<file path="config.mk">
export PLATFORM = sky130hd
export DESIGN_NAME = pcf_fifo
export DESIGN_NICKNAME = d
export VERILOG_FILES = /design/src/rtl/pcf_pkg.sv /design/src/rtl/pcf_fifo.sv
export SDC_FILE = /design/constraint.sdc
export NUM_CORES = 1
export LEC_CHECK = 0
export BUFFER_PORTS_ARGS = -buffer_cell sky130_fd_sc_hd__buf_2
export CAP_MARGIN = 5
export CORE_MARGIN = 5
export CORE_UTILIZATION = 40
export CTS_BUF_LIST = sky130_fd_sc_hd__clkbuf_4
export CTS_CLUSTER_SIZE = 12
export DETAILED_ROUTE_END_ITERATION = 16
export SLEW_MARGIN = 30
export SYNTH_ARGS = -nofsm -noshare
export SYNTH_HDL_FRONTEND = slang
export SYNTH_SLANG_ARGS = --single-unit
</file>
<file path="constraint.sdc">
create_clock -name clk -period 19.02 [get_ports clk]
set_input_delay 1.902 -clock clk [delete_from_list [all_inputs] [get_ports clk]]
set_output_delay 1.902 -clock clk [all_outputs]
set_load 0.01 [all_outputs]
</file>
<file path="src/rtl/pcf_pkg.sv">
// Shared constants and beat types for the pairwise Coulomb force block.
package pcf_pkg;

	localparam int MAX_ATOMS  = 32;
	localparam int AW         = (MAX_ATOMS > 1) ? $clog2(MAX_ATOMS) : 1;
	localparam int CW         = $clog2(MAX_ATOMS + 1);
	localparam int FIFO_DEPTH = 2;
	localparam int FPW        = (FIFO_DEPTH > 1) ? $clog2(FIFO_DEPTH) : 1;
	localparam int FCW        = $clog2(FIFO_DEPTH + 1);

	localparam logic signed [47:0] FMAX = 48'sh7FFF_FFFF_FFFF;

	typedef logic [AW-1:0] aidx_t;
	typedef logic [CW-1:0] acnt_t;

	typedef struct packed {
		logic signed [31:0] x;
		logic signed [31:0] y;
		logic signed [31:0] z;
		logic [15:0]        q;
	} atom_t;

	// one beat from front to back: a pair, or the end-of-set marker
	typedef struct packed {
		logic  flush;
		aidx_t a1;
		aidx_t a2;
		acnt_t n;
		atom_t p1;
		atom_t p2;
	} pair_t;

	typedef struct packed {
		logic signed [47:0] x;
		logic signed [47:0] y;
		logic signed [47:0] z;
		logic               sat;
	} acc_t;

endpackage

</file>
<file path="src/rtl/pcf_fifo.sv">
// Short queue of pair beats between front and back.
module pcf_fifo import pcf_pkg::*; (
	input  logic  clk,
	input  logic  arst_n,
	input  logic  push,
	input  pair_t push_data,
	output logic  full,
	input  logic  pop,
	output pair_t pop_data,
	output logic  empty
);

	pair_t            buf_q [FIFO_DEPTH];
	logic [FPW-1:0]   wp_q;
	logic [FPW-1:0]   rp_q;
	logic [FCW-1:0]   cnt_q;

	assign full     = (cnt_q == FCW'(FIFO_DEPTH));
	assign empty    = (cnt_q == '0);
	assign pop_data = buf_q[rp_q];

	always_ff @(posedge clk) begin
		if (push) begin
			buf_q[wp_q] <= push_data;
		end
	end

	// pointers wrap at the queue depth
	always_ff @(posedge clk or negedge arst_n) begin
		if (!arst_n) begin
			wp_q  <= '0;
			rp_q  <= '0;
			cnt_q <= '0;
		end else begin
			if (push) begin
				wp_q <= (FCW'(wp_q) == FCW'(FIFO_DEPTH - 1)) ? '0 : wp_q + FPW'(1);
			end
			if (pop) begin
				rp_q <= (FCW'(rp_q) == FCW'(FIFO_DEPTH - 1)) ? '0 : rp_q + FPW'(1);
			end
			cnt_q <= cnt_q + FCW'(push) - FCW'(pop);
		end
	end

	a_no_overrun:  assert property (@(posedge clk) disable iff (!arst_n) !(push && full))
		else $error("pair queue written while full");
	a_no_underrun: assert property (@(posedge clk) disable iff (!arst_n) !(pop && empty))
		else $error("pair queue read while empty");

endmodule

</file>
==> summary.txt <==
Synth Net Count: 1,012
TNS Setup: 0 ns
Instance count on the critical path: 4
Tot Pwr: 3.52 mW
Most common cell after layout, fill and taps aside: buf_2
Met2 usage: 26.7%
Internal power: 2.49 mW
H-tree lvl count: 4
Mapped Avg Cell Area: 24.0 sq um
Worst Path Buf+Inv: 3
Grt ovf: 0
Placed Area: 21,400 sq um
Hold bufs inserted after CTS: 0
WL/cell: 19.9 um
Worst-Skew Late Latency: 0.89 ns
Fin crit period: 5.36 ns
Layout area overhead: 26.6%
Die W: 224 um
CP Launch Type: register
Mapped Cells: 765
Final instance area: 23,200 sq um
Pre-CTS setup slack: 14.15 ns
R2R depth: 4
PostCTS Resize Cnt: 0
Tcrit/Tclk final: 28.2%
Crit path capture type: output pin
Sequential share of the synthesized area: 79.5%
Area of the core: 45,400 sq um
Outcome: finished clean
Cell variety after synth: 13
First-pass GRT wire length: 59.8 mm
Crit path max-delay family: buffers and inverters
Initial Util: 40.4%
Actual slew at the worst max-slew pin: 0.931 ns
TritonCTS Buffers: 130
Count of final setup violators: 0
Clock tree buffer depth: 3
Final worst slack: 13.66 ns
Final Slew Violations: 0
GRT busiest layer: met2
RSZ-0062 raised after global routing: false
Part of the power in combinational logic: 30.4%
Clock sink total: 486
PwrDens: 152 nW/um^2
CP max FO: 62
Port buffer count: 487
Worst rel slew slack: 37.9%
Final hold vios: 0
Die Y: 224 um
DRT iter0 DRCs: 478
Antenna violations before repair: 13
Std cell rows: 78
Post-DP HPWL: 27.4 mm
Met3 Use GR: 7.80%
Clk pwr share: 27.2%
Slowest stage cell, crit path: dfrtp_4
Clock tree from TritonCTS: built
Reg-to-reg endpoint: buf_q[0][124]
Max Freq: 187 MHz
Sw frac: 29.2%
Number of global-route vias before repair: 10,450
Via density: 4.58
CP endpoint: pop_data[70]
Psw: 1.03 mW
WHS: 0.564 ns
CTS root buf: clkbuf_4
Residual DRC count: 0
I/O pin cnt: 488
Post-DRT Antenna Nets: 0
Clock transition at path regs: 0.07 ns
Slowest Stage Delay on Critical Path: 1.03 ns
Post-synthesis cell area: 18,300 sq um
Reg2Reg Setup Slack: 16.15 ns
CP Cell Sequence: buf_12 > buf_16 > mux2_4 > buf_2
FF+latch count, synth: 486
# nets final: 1,614
Max Cap Viol: 0
Lkg Pwr: 9.39 nW
Placer Congestion: 0.757
DIE AREA: 50,200 sq um
Critical Path RT: 17.12 ns
Worst Hold Class: register to register
Commonest non-fill, non-tap cells in the layout: 487 x buf_2, 482 x edfxtp_1, 202 x clkbuf_4
Worst r2r src: wp_q
Final WL: 41.2 mm
Largest net degree at the start of global routing: 124
Pre-Repair DR Iteration Count: 4
# Post-CTS Setup Buffers: 0
Overall Global Routing Usage: 16.0%
Yosys warnings: 0
CP arrival: 3.45 ns
Worst Skew: 0.0485 ns
Reg power frac: 42.4%
Critical path class: register to output pin
DR vias: 9,500
Worst ir drop on vdd: 115 uV
Layout cell share with drive strength beyond 1: 65.3%
GRT met1 Usage: 16.8%
CP startpoint: rp_q
## state kept, by name, indices dropped and copies added, names as in the netlist
name,count
buf_q,482
cnt_q,2
rp_q,1
wp_q,1
## routing by layer
metal  share of wire, %  wire, um  vias to the layer above
met1                 35     14600                     4677
met4                2.7      1130                        8
met5               0.13        53                        -
met2                 52     21500                      365
met3                9.7      3980                       81
li1                   -         -                     4369
## power groups by stage
stage	combinational, mW	clock (mW)	sequential, mW
4_1_cts	1.09	1.00	1.50
3_3_place_gp	1.08	0	1.51
2_1_floorplan	0.743	0	1.55
5_1_grt	1.13	1.06	1.51
3_5_place_dp	1.08	0	1.52
6_report	1.07	0.956	1.49
## through the flow
stage / util, % / cells
after CTS: 50.9 / 2059
after global routing: 51.1 / 2068
final: 51.1 / 2072
after global placement: 47.0 / 1832
after floorplan: - / 765
after detailed placement: 47.1 / 1833
## cells in the mapped netlist, drive strengths merged
| library cell | instances | area, sq um |
|---|---|---|
| xor2 | 2 | 17.5 |
| and2 | 1 | 6.26 |
| ha | 2 | 25.0 |
| nor2b | 2 | 12.5 |
| mux2 | 241 | 3390 |
| nor2 | 1 | 3.75 |
| xor3 | 1 | 23.8 |
| inv | 2 | 7.51 |
| edfxtp | 482 | 14500 |
| dfrtp | 4 | 100 |
| buf | 27 | 267 |
## kinds of logic (layout without fill, tap and decap cells)
group	count (synthesis)	count (layout)	synth area share (%)
buffers and inverters	29	725	1.50
adder cells (fa/ha/maj)	2	2	0.137
multiplexers	241	241	18.5
flip-flops	486	486	79.5
other	0	11	0
AND/OR/NAND/NOR	4	4	0.123
XOR/XNOR	3	3	0.225
## how the worst min path moves through the flow
stage | from | endpoint | slack (ns) | cells past startpoint
4_1_cts | wp_q | wp_q | 0.55 | 1
6_report | wp_q | wp_q | 0.56 | 1
2_1_floorplan | wp_q | wp_q | 0.45 | 1
3_3_place_gp | wp_q | wp_q | 0.53 | 1
5_1_grt | wp_q | wp_q | 0.60 | 1
3_5_place_dp | wp_q | wp_q | 0.54 | 1
## final cells by class
class / instances / area [sq um]
diodes: 11 / 27.5
clock buffers: 202 / 1520
clock inverters: 24 / 226
fillers: 3848 / 22200
inverters: 2 / 7.51
multi-input cells: 250 / 3490
flip-flops and latches: 486 / 14600
well taps: 600 / 751
repair buffers: 497 / 2600
Power figures use the tool's default switching activity.
