==> src/rtl/pcf_pkg.sv <==
// Shared constants and beat types for the pairwise Coulomb force block.
package pcf_pkg;

	localparam int MAX_ATOMS  = 32;
	localparam int AW         = (MAX_ATOMS > 1) ? $clog2(MAX_ATOMS) : 1;
	localparam int CW         = $clog2(MAX_ATOMS + 1);
	localparam int FIFO_DEPTH = 2;
	localparam int FPW        = (FIFO_DEPTH > 1) ? $clog2(FIFO_DEPTH) : 1;
	localparam int FCW        = $clog2(FIFO_DEPTH + 1);

	localparam logic signed [47:0] FMAX = 48'sh7FFF_FFFF_FFFF;

	typedef logic [AW-1:0] aidx_t;
	typedef logic [CW-1:0] acnt_t;

	typedef struct packed {
		logic signed [31:0] x;
		logic signed [31:0] y;
		logic signed [31:0] z;
		logic [15:0]        q;
	} atom_t;

	// one beat from front to back: a pair, or the end-of-set marker
	typedef struct packed {
		logic  flush;
		aidx_t a1;
		aidx_t a2;
		acnt_t n;
		atom_t p1;
		atom_t p2;
	} pair_t;

	typedef struct packed {
		logic signed [47:0] x;
		logic signed [47:0] y;
		logic signed [47:0] z;
		logic               sat;
	} acc_t;

endpackage

==> src/rtl/pcf_front.sv <==
// Front end: atom loading, atom store and pair sequencing.
module pcf_front import pcf_pkg::*; (
	input  logic               clk,
	input  logic               arst_n,
	input  logic               start,
	output logic               busy,
	input  logic signed [31:0] pos_x,
	input  logic signed [31:0] pos_y,
	input  logic signed [31:0] pos_z,
	input  logic [15:0]        charge,
	input  logic               last_atom,
	output logic               push,
	output pair_t              push_data,
	input  logic               full
);

	typedef enum logic [2:0] {F_LOAD, F_RA, F_RB, F_PUSH, F_FLUSH} fstate_t;

	fstate_t state_q;
	acnt_t   count_q;
	acnt_t   n_q;
	aidx_t   a1_q;
	aidx_t   a2_q;
	atom_t   p1_q;
	atom_t   rd_q;
	atom_t   mem [MAX_ATOMS];

	logic  accept;
	logic  wr;
	logic  rd_en;
	aidx_t rd_addr;
	acnt_t count_nx;

	assign busy     = (state_q != F_LOAD);
	assign accept   = start && (state_q == F_LOAD);
	assign wr       = accept && (count_q < CW'(MAX_ATOMS));
	assign count_nx = wr ? count_q + CW'(1) : count_q;
	assign rd_en    = (state_q == F_RA) || (state_q == F_RB);
	assign rd_addr  = (state_q == F_RA) ? a1_q : a2_q;

	// pair beat towards the queue
	assign push = ((state_q == F_PUSH) || (state_q == F_FLUSH)) && !full;
	always_comb begin
		push_data.flush = (state_q == F_FLUSH);
		push_data.a1    = a1_q;
		push_data.a2    = a2_q;
		push_data.n     = n_q;
		push_data.p1    = p1_q;
		push_data.p2    = rd_q;
	end

	// atom store, registered read
	always_ff @(posedge clk) begin
		if (wr) begin
			mem[count_q[AW-1:0]] <= '{x: pos_x, y: pos_y, z: pos_z, q: charge};
		end
		if (rd_en) begin
			rd_q <= mem[rd_addr];
		end
	end

	// loader and pair sequencer
	always_ff @(posedge clk or negedge arst_n) begin
		if (!arst_n) begin
			state_q <= F_LOAD;
			count_q <= '0;
			n_q     <= '0;
			a1_q    <= '0;
			a2_q    <= '0;
		end else begin
			unique case (state_q)
				F_LOAD: begin
					if (accept) begin
						if (last_atom) begin
							n_q     <= count_nx;
							count_q <= '0;
							a1_q    <= AW'(1);
							a2_q    <= '0;
							state_q <= (count_nx >= CW'(2)) ? F_RA : F_FLUSH;
						end else begin
							count_q <= count_nx;
						end
					end
				end
				F_RA: state_q <= F_RB;
				F_RB: state_q <= F_PUSH;
				F_PUSH: begin
					if (!full) begin
						if (CW'(a2_q) + CW'(1) < CW'(a1_q)) begin
							a2_q    <= a2_q + AW'(1);
							state_q <= F_RA;
						end else if (CW'(a1_q) + CW'(1) < n_q) begin
							a1_q    <= a1_q + AW'(1);
							a2_q    <= '0;
							state_q <= F_RA;
						end else begin
							state_q <= F_FLUSH;
						end
					end
				end
				F_FLUSH: begin
					if (!full) begin
						state_q <= F_LOAD;
					end
				end
				default: state_q <= F_LOAD;
			endcase
		end
	end

	// p1 is the first of the two reads of a pair
	always_ff @(posedge clk) begin
		if (state_q == F_RB) begin
			p1_q <= rd_q;
		end
	end

endmodule

==> config.mk <==
export PLATFORM = sky130hd
export DESIGN_NAME = pcf_front
export DESIGN_NICKNAME = d
export VERILOG_FILES = /design/src/rtl/pcf_pkg.sv /design/src/rtl/pcf_front.sv
export SDC_FILE = /design/constraint.sdc
export NUM_CORES = 2
export LEC_CHECK = 0
export BUFFER_PORTS_ARGS = -buffer_cell sky130_fd_sc_hd__buf_4
export CORE_ASPECT_RATIO = 0.5
export CORE_UTILIZATION = 40
export DETAILED_ROUTE_END_ITERATION = 8
export PLACE_DENSITY_LB_ADDON = 0.05
export SETUP_SLACK_MARGIN = 0.1
export SLEW_MARGIN = 10
export SYNTH_ARGS = -nofsm -noshare
export SYNTH_HDL_FRONTEND = slang
export SYNTH_SLANG_ARGS = --single-unit
==> constraint.sdc <==
create_clock -name clk -period 11.2 [get_ports clk]
set_input_delay 3.36 -clock clk [delete_from_list [all_inputs] [get_ports clk]]
set_output_delay 3.36 -clock clk [all_outputs]
set_load 0.03 [all_outputs]
==> impl_metrics.ini <==
[yosys]
synth-edff-count = 3808
synth_compound_area_frac = 0.107
synth-seq-cells = 3833
synthFlopType = edfxtp_1
ys_seq_area_frac = 0.764
syn_avg_cell_area_um2 = 15.1
synthArstFlopShare = 0.00652
synth_nets = 10100
synth_top_family_by_area = compound AO/OA/AOI/OAI gates
synth_fa_ha_area_frac = 0.00125
synth_mux_area_frac = 0.0324
synthCells = 9963
yosysWarningCount = 0
synth_xor_area_frac = 0.000465
synth_cell_types = 53
yosys.area_share.simple = 0.0612
syn-cell-area_um2 = 151000

[worst_setup_path]
crit_required_ns = 7.84
r2r_setup_slack_ns = 5.64
endpoint = push
setup.worst_path.end_class = output pin
cp.arrival_ns = 3.75
start_kind = input pin
crit_path_start = full
reg2reg_depth = 9
r2r-start = state_q[2]
critical_path_class = in -> out
crit_fanout = 3
reg2reg_to = push_data[28]

[drt]
routedWlPerCell_um = 29.6
vias = 88200
wl_um = 455000
vias_per_cell = 5.73
drc_errors = 0
drt-initial-drc-count = 8158
ant_nets = 0
dr.pass1.iters = 5

[floorplanning]
die_w_um = 870
row_count = 158
die_y_um = 436
start_util = 0.404
io_pins = 360
core_um2 = 373000
dieArea_um2 = 379000

[global_route]
antenna_found_initial = 10
grtUsageTotal = 0.233
grt_pass1_vias = 85500
gr-total-overflow = 0
grt_pass1_wl_um = 650000
grt_max_degree = 168

[clock_tree]
cts_tree = built
cts.sinks = 3833
clockBufferDepth = 4
cts_buffers = 360
cts-root-buf = clkbuf_16
htree_levels = 5
cts_setup_buffers = 0
clk_latency_ns = 0.98
clk_pin_slew_worst_paths_ns = 0.06
ctsResizeCount = 0
cts_hold_buffers = 0

[layout]
n_fill_cell = 32700
final_layout_size_suffix_gt1_frac = 0.107
fin_util = 0.456
area_delta_synth_final_pct = 12.9
layout.cells.non_filler = 15400
fin_nets = 10300

[sta]
hold_violations = 0
hold-worst-slack_ns = 0.449
setup_violations = 0
finalMaxSlewViolations = 0
timing.fmax_mhz = 141
slew_headroom = 0.167
fin_crit_sh = 0.635
worst_pin_slew_ns = 1.25
skew_ns = 0.0632
finalCriticalPeriod_ns = 7.11
setup_tns_ns = 0
rsz0062_at_grt = no

[place]
dp_hpwl_um = 227000
dpl.cell_count = 14700
gp_congestion = 0.736
io_buffers = 359

[power]
peakVddDrop_uv = 267
leakagePower_nw = 56.7
power_mw = 45.3
power_density_nw_per_um2 = 267

[flow_run]
cap_violations = 0

[hold_path]
hp-class = reg -> reg
hp-start = push_data[47]

[run_status]
status = finished clean
flip-flops by register name (all words and copies together), names as in the netlist:
signal and cells:
mem 3584, push_data 224, count_q 6, n_q 6
a1_q 5, a2_q 5, state_q 3
per-layer routing:
| metal | track usage | part of all wire | vias up |
|---|---|---|---|
| met3 | 0.0276 | 0.048 | 495 |
| li1 | - | - | 39000 |
| met4 | 0.0446 | 0.018 | 2 |
| met2 | 0.367 | 0.46 | 2246 |
| met5 | 0 | 0.000029 | - |
| met1 | 0.353 | 0.47 | 46400 |
power by group:
part           total, mW  switching (mW)  leakage, nW  internal, mW
registers           17.1           0.458         34.7          16.7
clock network       12.2            5.49         5.49          6.71
logic               16.0            11.5         16.5          4.54
cells by family after synthesis:
logic type	count (synthesis)
AO/OA/AOI/OAI	2140
multiplexers	482
AND/OR/NAND/NOR	2274
adder cells (fa/ha/maj)	15
buffers and inverters	1211
XOR/XNOR	8
flip-flops	3833
cells in the mapped netlist (all sizes together), types with 4 or more instances:
cell type / count / share of area
nor2: 72 / 0.0018
buf: 309 / 0.011
a22o: 5 / 0.00029
a311oi: 441 / 0.026
a211oi: 883 / 0.044
inv: 457 / 0.011
edfxtp: 3808 / 0.76
nand3: 36 / 0.0013
dfrtp: 25 / 0.0042
a21oi: 443 / 0.015
nor3: 224 / 0.0074
nand2b: 6 / 0.00025
mux2i: 471 / 0.032
a2111oi: 4 / 0.00023
clkbuf: 445 / 0.011
a32oi: 5 / 0.00029
nand4: 4 / 0.00017
nand2: 1809 / 0.045
a31oi: 4 / 0.00017
a221o: 217 / 0.014
mux2: 11 / 0.00085
o21ai: 10 / 0.00033
ha: 15 / 0.0012
xnor2: 5 / 0.00029
a21o: 5 / 0.00025
o221ai: 108 / 0.0063
nor4: 112 / 0.0047
cell type report:
type,instances,area (µm²),area share
Antenna cell,3,7.51,0.0000442
Clock buffer,459,9610,0.0566
Clock inverter,183,1620,0.00951
Inverter,457,1720,0.0101
Multi-Input combinational cell,4919,31000,0.182
Sequential cell,3833,115000,0.677
Tap cell,4960,6210,0.0365
Timing Repair Buffer,574,4840,0.0285
stage by stage:
step           area [µm²]  worst slack, ns
6_report           170000             4.09
5_1_grt            170000             4.07
4_1_cts            170000             4.07
3_5_place_dp       159000             3.66
3_3_place_gp       159000             3.66
2_1_floorplan      151000             1.41
cells in the final DEF, fill, tap and decap left out, drive strengths merged, types with 72 or more instances in the layout:
master,n
edfxtp,3808
o221ai,108
nor2,72
nor4,112
inv,462
a221o,217
nand2,1809
a21oi,443
nor3,224
mux2i,471
a211oi,883
a311oi,441
clkbuf,459
buf,574
clkinv,145
worst max-delay path, cell delays in order:
cell	delay, ns
buf_4	0.12
nor2_1	0.10
buf_4	0.17
worst min-delay path by stage:
stage	endpoint	depth (start not counted)	slack, ns
after floorplan	count_q[1]	2	0.61
after global placement	push_data[207]	0	0.43
after detailed placement	push_data[167]	0	0.44
after CTS	push_data[208]	0	0.45
after global routing	push_data[202]	0	0.46
final	push_data[159]	0	0.45
No activity file was read; power rests on OpenSTA's default activity.
